===== config.mk =====
export PLATFORM = sky130hd
export DESIGN_NAME = stream_find_replace_top_flat
export DESIGN_NICKNAME = d
export VERILOG_FILES = /design/src/sfr_pkg.sv /design/src/sfr_ifs.sv /design/src/stream_find_replace_top.sv /design/src/sfr_front.sv /design/src/sfr_queue.sv /design/src/sfr_back.sv /design/src/flat_wrapper.sv
export SDC_FILE = /design/constraint.sdc
export NUM_CORES = 1
export LEC_CHECK = 0
export BUFFER_PORTS_ARGS = -buffer_cell sky130_fd_sc_hd__buf_2
export CAP_MARGIN = 20
export CORE_UTILIZATION = 26
export CTS_CLUSTER_SIZE = 40
export DETAILED_ROUTE_END_ITERATION = 10
export PLACE_DENSITY_LB_ADDON = 0.3
export SETUP_SLACK_MARGIN = 0.5
export SYNTH_ARGS = -nofsm -noshare
export SYNTH_HDL_FRONTEND = slang
export SYNTH_SLANG_ARGS = --single-unit

===== constraint.sdc =====
create_clock -name clk -period 5.86 [get_ports clk]
set_input_delay 1.758 -clock clk [delete_from_list [all_inputs] [get_ports clk]]
set_output_delay 1.758 -clock clk [all_outputs]
set_load 0.02 [all_outputs]

===== src/sfr_pkg.sv =====
// Shared constants, register codes and the job record for the stream find/replace block.
`default_nettype none

package sfr_pkg;

    localparam int BYTE_W     = 8;
    localparam int WIN_DEPTH  = 8;
    localparam int WIN_IDX_W  = 3;
    localparam int WIN_W      = WIN_DEPTH * BYTE_W;
    localparam int LEN_W      = 4;
    localparam int LIMIT_W    = 17;
    localparam int CFG_IDX_W  = 3;
    localparam int CFG_DATA_W = 64;

    localparam int QUEUE_DEPTH         = 4;
    localparam int DEF_MAX_PATTERN     = 8;
    localparam int DEF_MAX_REPLACEMENT = 8;

    // Configuration register indexes
    typedef enum logic [CFG_IDX_W-1:0] {
        CFG_PATTERN_BYTES      = 3'd0,
        CFG_PATTERN_LENGTH     = 3'd1,
        CFG_REPLACEMENT_BYTES  = 3'd2,
        CFG_REPLACEMENT_LENGTH = 3'd3,
        CFG_REPLACE_LIMIT      = 3'd4
    } cfg_reg_t;

    // One job from front to back: up to eight bytes to send, plus string end.
    // A job with count zero and last set is the empty end marker.
    typedef struct packed {
        logic [WIN_W-1:0] bytes;
        logic [LEN_W-1:0] count;
        logic             last;
    } job_t;

endpackage

`default_nettype wire


===== src/sfr_ifs.sv =====
// Valid/ready channel interfaces: input bytes, result bytes, configuration writes.
`default_nettype none

interface sfr_in_if;
    import sfr_pkg::*;
    logic              valid;
    logic              ready;
    logic [BYTE_W-1:0] in_byte;
    logic              in_last;
    modport source (output valid, output in_byte, output in_last, input ready);
    modport sink   (input valid, input in_byte, input in_last, output ready);
endinterface

interface sfr_out_if;
    import sfr_pkg::*;
    logic              valid;
    logic              ready;
    logic [BYTE_W-1:0] out_byte;
    logic              out_valid_byte;
    logic              out_last;
    modport source (output valid, output out_byte, output out_valid_byte,
                    output out_last, input ready);
    modport sink   (input valid, input out_byte, input out_valid_byte,
                    input out_last, output ready);
endinterface

interface sfr_cfg_if;
    import sfr_pkg::*;
    logic                  valid;
    logic                  ready;
    logic [CFG_IDX_W-1:0]  index;
    logic [CFG_DATA_W-1:0] data;
    modport source (output valid, output index, output data, input ready);
    modport sink   (input valid, input index, input data, output ready);
endinterface

`default_nettype wire


===== src/stream_find_replace_top.sv =====
// Top level of the streaming substring find-and-replace block.
//
//  channel     dir  payload                              transfer when
//  in_stream   in   in_byte[7:0], in_last                valid && ready
//  out_stream  out  out_byte[7:0], out_valid_byte, last  valid && ready
//  cfg         in   index[2:0], data[63:0]               valid && ready (ready is 1)
//
// The front takes one byte per cycle while the four-entry job queue has room.
// Each byte makes zero to eight results; the back sends one result per cycle
// while out_stream.ready is high.
// A first result passes the job queue and the output register before it can transfer.
// Reset clears window, queue and output register; no clearing pass.
// A stalled output fills the queue, and then in_stream.ready drops.
`default_nettype none

module stream_find_replace_top #(
    parameter int MAX_PATTERN     = sfr_pkg::DEF_MAX_PATTERN,
    parameter int MAX_REPLACEMENT = sfr_pkg::DEF_MAX_REPLACEMENT
) (
    input  logic       clk,
    input  logic       rst_n,
    sfr_in_if.sink     in_stream,
    sfr_out_if.source  out_stream,
    sfr_cfg_if.sink    cfg
);
    import sfr_pkg::*;

    logic q_push;
    logic q_pop;
    logic q_full;
    logic q_empty;
    job_t q_job;
    job_t q_head;

    sfr_front #(
        .MAX_PATTERN     (MAX_PATTERN),
        .MAX_REPLACEMENT (MAX_REPLACEMENT)
    ) u_front (
        .clk       (clk),
        .rst_n     (rst_n),
        .in_stream (in_stream),
        .cfg       (cfg),
        .q_full    (q_full),
        .q_push    (q_push),
        .q_job     (q_job)
    );

    sfr_queue #(
        .DEPTH (QUEUE_DEPTH)
    ) u_queue (
        .clk      (clk),
        .rst_n    (rst_n),
        .push     (q_push),
        .push_job (q_job),
        .full     (q_full),
        .empty    (q_empty),
        .head     (q_head),
        .pop      (q_pop)
    );

    sfr_back u_back (
        .clk        (clk),
        .rst_n      (rst_n),
        .q_empty    (q_empty),
        .q_head     (q_head),
        .q_pop      (q_pop),
        .out_stream (out_stream)
    );

    // Queue never written when full
    a_no_overflow: assert property (@(posedge clk) disable iff (!rst_n)
        q_push |-> !q_full)
        else $error("job queue overflow");

    // Queue never read when empty
    a_no_underflow: assert property (@(posedge clk) disable iff (!rst_n)
        q_pop |-> !q_empty)
        else $error("job queue underflow");

    // An empty marker only ever closes a string
    a_marker_last: assert property (@(posedge clk) disable iff (!rst_n)
        (out_stream.valid && !out_stream.out_valid_byte) |-> out_stream.out_last)
        else $error("end marker without last flag");

endmodule

`default_nettype wire


===== src/sfr_front.sv =====
// Front end: config registers, byte window, match decision, job generation.
`default_nettype none

module sfr_front #(
    parameter int MAX_PATTERN     = sfr_pkg::DEF_MAX_PATTERN,
    parameter int MAX_REPLACEMENT = sfr_pkg::DEF_MAX_REPLACEMENT
) (
    input  logic           clk,
    input  logic           rst_n,
    sfr_in_if.sink         in_stream,
    sfr_cfg_if.sink        cfg,
    input  logic           q_full,
    output logic           q_push,
    output sfr_pkg::job_t  q_job
);
    import sfr_pkg::*;

    localparam int PL_CAP = (MAX_PATTERN < WIN_DEPTH) ? MAX_PATTERN : WIN_DEPTH;
    localparam int RL_CAP = (MAX_REPLACEMENT < WIN_DEPTH) ? MAX_REPLACEMENT : WIN_DEPTH;

    // Configuration registers
    logic [WIN_W-1:0]          pat_bytes_reg;
    logic [LEN_W-1:0]          pat_len_reg;
    logic [WIN_W-1:0]          rep_bytes_reg;
    logic [LEN_W-1:0]          rep_len_reg;
    logic signed [LIMIT_W-1:0] limit_reg;

    // Window state
    logic [WIN_DEPTH-1:0][BYTE_W-1:0] win_reg, win_next;
    logic [LEN_W-1:0]                 fill_reg, fill_next;
    logic signed [LIMIT_W-1:0]        left_reg, left_next;
    logic                             in_string_reg;

    logic [LEN_W-1:0]                 pl, rl;
    logic [LEN_W-1:0]                 fill_eff, fill_ins;
    logic [WIN_DEPTH-1:0][BYTE_W-1:0] win_ins;
    logic signed [LIMIT_W-1:0]        left_start;
    logic                             active;
    logic                             match;
    logic                             accept;
    logic [LEN_W-1:0]                 drop;
    logic [WIN_W-1:0]                 win_shift;

    // Config write port; always ready
    assign cfg.ready = 1'b1;

    always_ff @(posedge clk or negedge rst_n)
    begin
        if (!rst_n)
        begin
            pat_bytes_reg <= '0;
            pat_len_reg   <= '0;
            rep_bytes_reg <= '0;
            rep_len_reg   <= '0;
            limit_reg     <= '1;
        end
        else if (cfg.valid)
        begin
            unique case (cfg.index)
                CFG_PATTERN_BYTES:      pat_bytes_reg <= cfg.data[WIN_W-1:0];
                CFG_PATTERN_LENGTH:     pat_len_reg   <= cfg.data[LEN_W-1:0];
                CFG_REPLACEMENT_BYTES:  rep_bytes_reg <= cfg.data[WIN_W-1:0];
                CFG_REPLACEMENT_LENGTH: rep_len_reg   <= cfg.data[LEN_W-1:0];
                CFG_REPLACE_LIMIT:      limit_reg     <= cfg.data[LIMIT_W-1:0];
                default: ;
            endcase
        end
    end

    // Saturated lengths
    assign pl = (pat_len_reg > LEN_W'(PL_CAP)) ? LEN_W'(PL_CAP) : pat_len_reg;
    assign rl = (rep_len_reg > LEN_W'(RL_CAP)) ? LEN_W'(RL_CAP) : rep_len_reg;

    assign in_stream.ready = !q_full;
    assign accept          = in_stream.valid && !q_full;

    // Insert the new byte; a full window overwrites its newest slot
    always_comb
    begin
        fill_eff = (fill_reg >= LEN_W'(WIN_DEPTH)) ? LEN_W'(WIN_DEPTH - 1) : fill_reg;
        win_ins  = win_reg;
        win_ins[fill_eff[WIN_IDX_W-1:0]] = in_stream.in_byte;
        fill_ins = fill_eff + LEN_W'(1);
    end

    assign left_start = in_string_reg ? left_reg : limit_reg;
    assign active     = (pl != '0) && (left_start != '0);

    // Parallel compare of the window head against the pattern
    always_comb
    begin
        match = 1'b1;
        for (int i = 0; i < WIN_DEPTH; i++)
        begin
            if ((LEN_W'(i) < pl) && (win_ins[i] != pat_bytes_reg[i*BYTE_W +: BYTE_W]))
                match = 1'b0;
        end
    end

    // Decide what this byte sends and how far the window advances
    always_comb
    begin
        q_job.bytes = {{(WIN_W-BYTE_W){1'b0}}, win_ins[0]};
        q_job.count = '0;
        q_job.last  = in_stream.in_last;
        drop        = '0;
        left_next   = left_start;
        if (!in_stream.in_last)
        begin
            if (active && (fill_ins >= pl) && match)
            begin
                q_job.bytes = rep_bytes_reg;
                q_job.count = rl;
                drop        = pl;
                if (left_start > 0)
                    left_next = left_start - LIMIT_W'(1);
            end
            else if (!active || (fill_ins >= pl))
            begin
                q_job.count = LEN_W'(1);
                drop        = LEN_W'(1);
            end
        end
        else
        begin
            if (active && (fill_ins == pl) && match)
            begin
                q_job.bytes = rep_bytes_reg;
                q_job.count = rl;
                if (left_start > 0)
                    left_next = left_start - LIMIT_W'(1);
            end
            else
            begin
                q_job.bytes = win_ins;
                q_job.count = fill_ins;
            end
        end
    end

    assign win_shift = win_ins >> {drop, 3'b000};
    assign win_next  = win_shift;
    assign fill_next = in_stream.in_last ? '0 : (fill_ins - drop);
    assign q_push    = accept && ((q_job.count != '0) || in_stream.in_last);

    // Window state update on each input transfer
    always_ff @(posedge clk or negedge rst_n)
    begin
        if (!rst_n)
        begin
            win_reg       <= '0;
            fill_reg      <= '0;
            left_reg      <= '1;
            in_string_reg <= 1'b0;
        end
        else if (accept)
        begin
            win_reg       <= win_next;
            fill_reg      <= fill_next;
            left_reg      <= left_next;
            in_string_reg <= !in_stream.in_last;
        end
    end

endmodule

`default_nettype wire


===== src/sfr_queue.sv =====
// Small job queue between front and back.
`default_nettype none

module sfr_queue #(
    parameter int DEPTH = sfr_pkg::QUEUE_DEPTH
) (
    input  logic          clk,
    input  logic          rst_n,
    input  logic          push,
    input  sfr_pkg::job_t push_job,
    output logic          full,
    output logic          empty,
    output sfr_pkg::job_t head,
    input  logic          pop
);
    import sfr_pkg::*;

    localparam int PTR_W = (DEPTH > 1) ? $clog2(DEPTH) : 1;
    localparam int CNT_W = $clog2(DEPTH + 1);

    job_t             slots_reg [DEPTH];
    logic [PTR_W-1:0] wr_ptr_reg, rd_ptr_reg;
    logic [CNT_W-1:0] count_reg;

    assign full  = (count_reg == CNT_W'(DEPTH));
    assign empty = (count_reg == '0);
    assign head  = slots_reg[rd_ptr_reg];

    // Storage
    always_ff @(posedge clk)
    begin
        if (push)
            slots_reg[wr_ptr_reg] <= push_job;
    end

    // Pointers and occupancy
    always_ff @(posedge clk or negedge rst_n)
    begin
        if (!rst_n)
        begin
            wr_ptr_reg <= '0;
            rd_ptr_reg <= '0;
            count_reg  <= '0;
        end
        else
        begin
            if (push)
                wr_ptr_reg <= (wr_ptr_reg == PTR_W'(DEPTH - 1)) ? '0 : wr_ptr_reg + PTR_W'(1);
            if (pop)
                rd_ptr_reg <= (rd_ptr_reg == PTR_W'(DEPTH - 1)) ? '0 : rd_ptr_reg + PTR_W'(1);
            if (push && !pop)
                count_reg <= count_reg + CNT_W'(1);
            else if (pop && !push)
                count_reg <= count_reg - CNT_W'(1);
        end
    end

endmodule

`default_nettype wire


===== src/sfr_back.sv =====
// Back end: expands queued jobs into one result transfer per cycle while the output is not stalled.
`default_nettype none

module sfr_back (
    input  logic          clk,
    input  logic          rst_n,
    input  logic          q_empty,
    input  sfr_pkg::job_t q_head,
    output logic          q_pop,
    sfr_out_if.source     out_stream
);
    import sfr_pkg::*;

    logic [WIN_IDX_W-1:0] idx_reg;
    logic                 valid_reg;
    logic [BYTE_W-1:0]    byte_reg;
    logic                 vbyte_reg;
    logic                 last_reg;

    logic can_load;
    logic take;
    logic job_end;

    assign can_load = !valid_reg || out_stream.ready;
    assign take     = can_load && !q_empty;
    assign job_end  = (q_head.count == '0) ||
                      ({1'b0, idx_reg} == (q_head.count - LEN_W'(1)));
    assign q_pop    = take && job_end;

    // Output register and byte index within the head job
    always_ff @(posedge clk or negedge rst_n)
    begin
        if (!rst_n)
        begin
            valid_reg <= 1'b0;
            idx_reg   <= '0;
        end
        else
        begin
            if (take)
            begin
                valid_reg <= 1'b1;
                idx_reg   <= job_end ? '0 : idx_reg + WIN_IDX_W'(1);
            end
            else if (out_stream.ready)
            begin
                valid_reg <= 1'b0;
            end
        end
    end

    // Result payload
    always_ff @(posedge clk)
    begin
        if (take)
        begin
            if (q_head.count == '0)
            begin
                byte_reg  <= '0;
                vbyte_reg <= 1'b0;
            end
            else
            begin
                byte_reg  <= q_head.bytes[{idx_reg, 3'b000} +: BYTE_W];
                vbyte_reg <= 1'b1;
            end
            last_reg <= q_head.last && job_end;
        end
    end

    assign out_stream.valid          = valid_reg;
    assign out_stream.out_byte       = byte_reg;
    assign out_stream.out_valid_byte = vbyte_reg;
    assign out_stream.out_last       = last_reg;

endmodule

`default_nettype wire

===== src/flat_wrapper.sv =====
// flat-port wrapper written by rule: the top's interface ports become plain ports
module stream_find_replace_top_flat import sfr_pkg::*;
#(
    parameter int MAX_PATTERN     = sfr_pkg::DEF_MAX_PATTERN,
    parameter int MAX_REPLACEMENT = sfr_pkg::DEF_MAX_REPLACEMENT
)
  (clk, rst_n, in_stream_valid, in_stream_in_byte, in_stream_in_last, in_stream_ready, out_stream_valid, out_stream_out_byte, out_stream_out_valid_byte, out_stream_out_last, out_stream_ready, cfg_valid, cfg_index, cfg_data, cfg_ready);
  sfr_in_if in_stream_i ();
  sfr_out_if out_stream_i ();
  sfr_cfg_if cfg_i ();
  input  logic clk;
  input  logic rst_n;
  input wire logic [$bits(in_stream_i.valid)-1:0] in_stream_valid;
  input wire logic [$bits(in_stream_i.in_byte)-1:0] in_stream_in_byte;
  input wire logic [$bits(in_stream_i.in_last)-1:0] in_stream_in_last;
  output wire logic [$bits(in_stream_i.ready)-1:0] in_stream_ready;
  output wire logic [$bits(out_stream_i.valid)-1:0] out_stream_valid;
  output wire logic [$bits(out_stream_i.out_byte)-1:0] out_stream_out_byte;
  output wire logic [$bits(out_stream_i.out_valid_byte)-1:0] out_stream_out_valid_byte;
  output wire logic [$bits(out_stream_i.out_last)-1:0] out_stream_out_last;
  input wire logic [$bits(out_stream_i.ready)-1:0] out_stream_ready;
  input wire logic [$bits(cfg_i.valid)-1:0] cfg_valid;
  input wire logic [$bits(cfg_i.index)-1:0] cfg_index;
  input wire logic [$bits(cfg_i.data)-1:0] cfg_data;
  output wire logic [$bits(cfg_i.ready)-1:0] cfg_ready;
  assign in_stream_i.valid = in_stream_valid;
  assign in_stream_i.in_byte = in_stream_in_byte;
  assign in_stream_i.in_last = in_stream_in_last;
  assign in_stream_ready = in_stream_i.ready;
  assign out_stream_valid = out_stream_i.valid;
  assign out_stream_out_byte = out_stream_i.out_byte;
  assign out_stream_out_valid_byte = out_stream_i.out_valid_byte;
  assign out_stream_out_last = out_stream_i.out_last;
  assign out_stream_i.ready = out_stream_ready;
  assign cfg_i.valid = cfg_valid;
  assign cfg_i.index = cfg_index;
  assign cfg_i.data = cfg_data;
  assign cfg_ready = cfg_i.ready;
  stream_find_replace_top #(.MAX_PATTERN(MAX_PATTERN), .MAX_REPLACEMENT(MAX_REPLACEMENT)) u_core (.clk(clk), .rst_n(rst_n), .in_stream(in_stream_i), .out_stream(out_stream_i), .cfg(cfg_i));
endmodule

After elaboration in Yosys (flattened, before gate mapping)
Memory sizes are Yosys's and may differ from the RTL's.
Index checks and enable logic that the tools add are counted.
{"block": "word_totals", "ramBits": 276, "input_bits": 81, "register_bits": 260, "out_inout_bits": 13, "n_memories": 1}
{"block": "classes", "shifts": 2, "n_addsub": 9, "n_reduce_logical": 45, "muxes": 37, "n_lt_le_gt_ge": 15, "eq_ne": 17}
{"memory": "u_core.u_queue.slots_reg", "words": 4, "word_bits": 69, "read_ports": 1, "rd_clocked_by_memory_dff": 0, "write_ports": 1, "line": "sfr_queue.sv:21", "source": "job_t slots_reg [DEPTH];"}
{"cell": "$mux W68", "n": 2}
{"cell": "$mux W17", "n": 5}
{"cell": "$bwmux W64", "n": 1}
{"cell": "$mux W64", "n": 1}
{"cell": "$ne A8 B8 Y1", "n": 8}
{"cell": "$shiftx A64 B7 Y8", "n": 1}
{"cell": "$shr A64 B7 Y64", "n": 1}
{"cell": "$mux W4", "n": 7}
{"cell": "$demux W8 S3", "n": 1}
{"cell": "$logic_and A1 B1 Y1", "n": 21}
{"cell": "$gt A17 B1 Y1 const B", "n": 1}
{"cell": "$reduce_bool A17 Y1", "n": 1}
{"cell": "$sub A17 B2 Y17 const B", "n": 1}
{"cell": "$lt A3 B4 Y1 const A", "n": 4}
{"cell": "$mux W1", "n": 14}
{"cell": "$reduce_and A2 Y1", "n": 5}
{"cell": "$mux W3", "n": 3}
{"cell": "$gt A4 B4 Y1 const B", "n": 2}
{"cell": "$lt A1 B4 Y1 const A", "n": 2}
{"cell": "$lt A2 B4 Y1 const A", "n": 2}
{"cell": "$mux W8", "n": 1}
{"cell": "$reduce_bool A4 Y1", "n": 2}
{"cell": "$logic_not A1 Y1", "n": 7}
{"cell": "$add A3 B1 Y3 const B", "n": 2}
{"cell": "20 further kinds", "n": 30}

Logic depth before layout (Yosys ltp)
{"block": "logic_depth", "depth_word": 27, "ltp_mapped": 24, "ltp_nobuf": 19}

Modules after synthesis
Synthesis repeated with hierarchy kept, for this count alone.
{"block": "hier_totals", "cells_unflattened": 2107, "hier_area_um2": 26880.8}
{"module": "sfr_front", "area_each_um2": 15257.1, "seq_area_each_um2": 6023.3, "n_inst": 1, "cells_each": 1620}
{"module": "sfr_queue", "area_each_um2": 10447.5, "seq_area_each_um2": 8463.1, "n_inst": 1, "cells_each": 398}
{"module": "sfr_back", "area_each_um2": 1176.1, "seq_area_each_um2": 400.4, "n_inst": 1, "cells_each": 89}

Worst setup path after synthesis
No wires, ideal clock.
{"block": "synth_timing", "path_type": "input port to flip-flop", "start": "input in_stream_in_byte[5]", "end": "memory u_core.u_queue.slots_reg[0][0] (netlist name), enable pin", "setup_slack_ps": -828, "path_buffers": 1, "t_required_ps": 5425, "t_arrival_ps": 6253, "setup_ps": 435, "cell_stages": 11, "cell_sequence": "buf_2 -> inv_1 -> o221ai_1 -> or4_1 -> a221o_1 -> nor4_2 -> and4bb_2 -> o21ai_1 -> or3_1 -> a31oi_1 -> and2_1"}
{"block": "synth_via", "elab_chain_len": 19, "word_cells_on_any_way": 35, "classes_between": "eq/ne: 8; mux: 14; reduce/logical: 13"}
{"element": "start: declaration", "line": "flat_wrapper.sv:14", "source": "input wire logic [$bits(in_stream_i.in_byte)-1:0] in_stream_in_byte;"}
{"element": "$bwmux W64 (*)", "line": "sfr_front.sv:82", "source": "win_ins[fill_eff[WIN_IDX_W-1:0]] = in_stream.in_byte;"}
{"element": "$ne A8 B8 Y1", "line": "sfr_front.sv:95", "source": "if ((LEN_W'(i) < pl) && (win_ins[i] != pat_bytes_reg[i*BYTE_W +: BYTE_W]))"}
{"element": "$logic_and A1 B1 Y1", "line": "sfr_front.sv:95"}
{"element": "$mux W1 (7 in a row)", "line": "sfr_front.sv:95"}
{"element": "$mux W1 (*)", "line": "sfr_front.sv:95"}
{"element": "$logic_and A1 B1 Y1, on equally long branches", "line": "sfr_front.sv:110, sfr_front.sv:126"}
{"element": "$mux W4 / $mux W68 (equally long branches)", "line": "sfr_front.sv:110, sfr_front.sv:126"}
{"element": "$mux W68 (*)", "line": "sfr_front.sv:108", "source": "if (!in_stream.in_last)"}
{"element": "$reduce_bool A4 Y1 (*)", "line": "sfr_front.sv:144", "source": "assign q_push = accept && ((q_job.count != '0) || in_stream.in_last);"}
{"element": "$logic_or A1 B1 Y1 (*)", "line": "sfr_front.sv:144"}
{"element": "$logic_and A1 B1 Y1 (*)", "line": "sfr_front.sv:144"}
{"element": "via u_core.q_push", "line": "stream_find_replace_top.sv:28", "source": "logic q_push;"}
{"element": "$mux W1 (*)", "line": "sfr_queue.sv:32", "source": "if (push)"}
{"element": "$mux W1 (not written as such) (*)", "line": "sfr_queue.sv:33", "source": "slots_reg[wr_ptr_reg] <= push_job;"}
{"element": "end: declaration", "line": "sfr_queue.sv:21"}
The timed path passes the listed nets; every way through them passes the cells marked *.

Final worst setup path
{"block": "layout_timing", "start": "register u_core.u_front.fill_reg[3]", "end": "register u_core.u_front.win_reg[7] (netlist name)"}
{"block": "layout_via", "elab_chain_len": 21, "word_cells_on_any_way": 41, "classes_between": "add/sub: 1; order compare: 4; eq/ne: 8; shift: 1; mux: 15; reduce/logical: 12"}
{"element": "start: declaration", "line": "sfr_front.sv:30", "source": "logic [LEN_W-1:0] fill_reg, fill_next;"}
{"element": "start signal: assignment", "line": "sfr_front.sv:159", "source": "fill_reg <= fill_next;"}
{"element": "$ge A4 B4 Y1", "line": "sfr_front.sv:80", "source": "fill_eff = (fill_reg >= LEN_W'(WIN_DEPTH)) ? LEN_W'(WIN_DEPTH - 1) : fill_reg;"}
{"element": "$mux W4 (*)", "line": "sfr_front.sv:80"}
{"element": "$lt A3 B4 Y1 (not written as such) / $ge A3 B1 Y1 (equally long branches)", "line": "sfr_front.sv:82"}
{"element": "$logic_and A1 B1 Y1 (not written as such)", "line": "sfr_front.sv:82"}
{"element": "$mux W8 (not written as such)", "line": "sfr_front.sv:82"}
{"element": "$demux W8 S3", "line": "sfr_front.sv:82"}
{"element": "$bwmux W64", "line": "sfr_front.sv:82"}
{"element": "$ne A8 B8 Y1", "line": "sfr_front.sv:95"}
{"element": "$logic_and A1 B1 Y1", "line": "sfr_front.sv:95"}
{"element": "$mux W1 (8 in a row)", "line": "sfr_front.sv:95"}
{"element": "$logic_and A1 B1 Y1", "line": "sfr_front.sv:110", "source": "if (active && (fill_ins >= pl) && match)"}
{"element": "$mux W4", "line": "sfr_front.sv:110"}
{"element": "$mux W4", "line": "sfr_front.sv:108"}
{"element": "$shr A64 B7 Y64 (*)", "line": "sfr_front.sv:141", "source": "assign win_shift = win_ins >> {drop, 3'b000};"}
{"element": "end signal: assignment", "line": "sfr_front.sv:158", "source": "win_reg <= win_next;"}
{"element": "end: declaration", "line": "sfr_front.sv:29", "source": "logic [WIN_DEPTH-1:0][BYTE_W-1:0] win_reg, win_next;"}
Every way passes the cells marked *; elsewhere a longest branch is shown, timed or not.
A chain may end at the register's enable or synchronous reset.

==> flow_summary.json <==
{
  "synthTopCellsByArea": "edfxtp_1 (33%), dfrtp_1 (21%), mux4_2 (7.3%)",
  "min_period_ns": 5.150,
  "crit_buf_inv": 1,
  "status": "finished, final reports clean",
  "ys_warn_count": 0,
  "cts_buffers": 60,
  "ys_ff_latch": 536,
  "yosys.area.top_type": "edfxtp_1",
  "final_cell_mix": "edfxtp_1 (286), nand2_1 (229), dfrtp_1 (214), mux2_2 (150), o21ai_0 (146)",
  "worst_pin_slew_ns": 1.091,
  "drv_slew": 0,
  "p_clk_share_pct": 23.3,
  "syn-instance-count": 2057,
  "relSlewSlack_pct": 27.29,
  "postLayoutSetupSlackWorst_ns": 0.7098,
  "largest_reg_flops": 276,
  "multi_input_area_um2": 10690,
  "hp-start": "u_core.u_front.left_reg[1]$_DFFE_PN1P_",
  "num_vias": 18269,
  "utilization_pct": 31.35,
  "syn-cell-area_um2": 26240,
  "avgRoutedWirePerCell_um": 25.21,
  "cts_hold_buf": 0,
  "antenna_found_initial": 2,
  "diodes": 0,
  "cts_root_buffer": "clkbuf_16",
  "clock_latency_ns": 0.66,
  "post_cts_resized": 0,
  "io_buffers": 92,
  "finalClockSkew_ns": 0.02556,
  "postCtsSetupBuffers": 0,
  "arrival_ns": 5.70,
  "area.sequential_um2": 14890,
  "rrSetupSlack_ns": 0.71,
  "grt_util_all_layers_pct": 17.41,
  "power_frac_seq_pct": 36.1,
  "peakVddDrop_mv": 0.2679,
  "fillers": 9904,
  "grt_pass1_vias": 18470,
  "place_congestion": 0.9081,
  "cpPeakStageDelay_ns": 0.63,
  "hold_end": "u_core.u_front.left_reg[1]$_DFFE_PN1P_",
  "cts_tree": "built",
  "cts.sinks": 536,
  "initial_core_util_pct": 26.24,
  "end_kind": "flip-flop",
  "async_reset_ff_share_pct": 46.64,
  "required_ns": 6.41,
  "power_density_nw_per_um2": 553.7,
  "remaining_drc_errors": 0,
  "p_int_mw": 10.74,
  "area_growth_pct": 19.46,
  "ant_nets": 0,
  "hp-class": "reg -> reg",
  "critPathLaunchType": "flip-flop",
  "drt-total-wl_mm": 90.03,
  "pre_cts_slack_ns": -0.006799,
  "hold_viol_final": 0,
  "grt_pass1_wl_mm": 131.5,
  "layout_commonest_cell": "edfxtp_1",
  "synth-main-ff-cell": "edfxtp_1",
  "r2r-end": "u_core.u_front.win_reg[7]$_DFFE_PN0P_",
  "worstPathCellList": "or2_2, ha_1, xnor2_1, ha_1, and3_1, a221oi_1, o21ai_0, a41oi_2, o21ai_1, nor4b_1, or2_2, inv_2, or3_1, o221a_1, mux2_2, a221o_1",
  "swShare_pct": 38.15,
  "ios": 94,
  "synth_top_cell_area_share_pct": 32.73,
  "fin_setup_tns_ns": 0,
  "hold_depth": 2,
  "p_leak_nw": 11.80,
  "avgSynthCellArea_um2": 12.76,
  "cts.htree.levels": 2,
  "synth_cell_types": 79,
  "fp-row-count": 116,
  "drt_iter0_drc": 1523,
  "grt_max_degree": 129,
  "ys_seq_area_share_pct": 56.73,
  "fin_nets": 2323,
  "die_w_um": 319.7,
  "p_comb_share_pct": 40.6,
  "globalRouteOverflowTotal": 0,
  "reg2reg_depth": 16,
  "dieArea_um2": 102200,
  "syn_nets": 2158,
  "cp_max_fo": 12,
  "clock_path_buffers": 3,
  "cts.reportedPaths.clkPinSlew_ns": 0.07,
  "max_freq_ghz": 0.1942,
  "path_delay_family": "simple AND/OR/NAND/NOR gates",
  "fp.dieH_um": 319.7,
  "finalCritPeriodShare_pct": 87.89,
  "core_area_um2": 100000,
  "cap_viol_max_count": 0,
  "slowest_stage": "dfrtp_1",
  "drtPass1Iterations": 5,
  "dpl.hpwl_mm": 65.34,
  "reg2reg_from": "u_core.u_front.fill_reg[3]$_DFFE_PN0P_",
  "post_route_cells_drive_above_1_share_pct": 28.33,
  "setup.worst_path.class": "reg -> reg",
  "setup_viol": 0,
  "synth_edf_count": 286,
  "rsz0062_at_grt": "false",
  "via_per_inst": 5.116,
  "p_switching_mw": 6.621
}
[power groups by stage]
stage | combinational (mW) | sequential (mW) | clock [mW]
after floorplan | 4.44 | 5.93 | 0
after global placement | 7.00 | 6.27 | 0
after detailed placement | 7.06 | 6.32 | 0
after CTS | 7.08 | 6.26 | 4.13
after global routing | 7.58 | 6.36 | 4.28
final | 7.05 | 6.27 | 4.04
[synth_stat cells (34+ instances only)]
cell type  instances
a21oi_1           40
clkbuf_1          97
dfrtp_1          216
dfstp_2           34
edfxtp_1         286
inv_1             63
mux2_2           150
mux2i_1           91
mux4_2            85
nand2_1          230
nor2_1            91
o21ai_0          147
xnor2_1           56
xor2_1            46
[kinds of logic after synthesis]
family / synth area share, %
AND/OR/NAND/NOR: 8.377
buffers and inverters: 2.975
adder cells (fa/ha/maj): 1.011
other: 0.01429
multiplexers: 17.20
AO/OA/AOI/OAI: 10.28
flip-flops: 56.73
XOR/XNOR: 3.404
[routing by layer]
layer	GRT usage [%]	wire length, µm	part of all wire [%]	vias to the layer above
li1	-	-	-	8057
met1	23.67	40110	45	9507
met2	28.86	42900	48	596
met3	3.172	5238	5.8	107
met4	3.547	1763	2.0	2
met5	0	10	0.011	-
[worst max path at each step]
stage               cells past startpoint  slack, ns                                      end                              startpoint
floorplan                              18       0.51   u_core.u_front.fill_reg[2]$_DFFE_PN0P_                    in_stream_in_byte[1]
global placement                       18      -0.05  u_core.u_queue.count_reg[2]$_DFFE_PN0P_                    in_stream_in_byte[2]
detailed placement                     17     -0.007  u_core.u_queue.count_reg[1]$_DFFE_PN0P_                    in_stream_in_byte[2]
CTS                                    16       0.58    u_core.u_front.win_reg[7]$_DFFE_PN0P_  u_core.u_front.fill_reg[3]$_DFFE_PN0P_
global route                           16       0.53    u_core.u_front.win_reg[7]$_DFFE_PN0P_  u_core.u_front.fill_reg[3]$_DFFE_PN0P_
finish                                 16       0.71    u_core.u_front.win_reg[7]$_DFFE_PN0P_  u_core.u_front.fill_reg[3]$_DFFE_PN0P_
[cell type report]
type	instances	area share (%)
sequential	536	47.50
tap	1298	5.181
inverter	66	0.7903
clock buffer	80	5.256
multi-input combinational	1325	34.10
timing repair buffer	233	5.676
clock inverter	33	1.497
[worst reg2reg max path: stages, from the launching register on]
cell      delay [ns]
dfrtp_1         0.63
or2_2           0.46
ha_1            0.21
xnor2_1         0.33
ha_1            0.32
and3_1          0.18
a221oi_1        0.35
o21ai_0         0.18
a41oi_2         0.30
o21ai_1         0.10
nor4b_1         0.36
or2_2           0.27
inv_2           0.17
or3_1           0.34
o221a_1         0.19
mux2_2          0.32
a221o_1         0.33
[through the flow]
stage          power (mW)  area (µm²)  hold WS [ns]  cells
6_report            17.36       31350        0.4903   3571
2_1_floorplan       10.37       26270        0.4483   2057
5_1_grt             18.22       31350        0.5099   3571
3_5_place_dp        13.38       29220        0.4796   3458
3_3_place_gp        13.27       29220        0.4646   3458
4_1_cts             17.47       31340        0.4908   3571
Note: power is estimated with default switching activity, not from simulation.
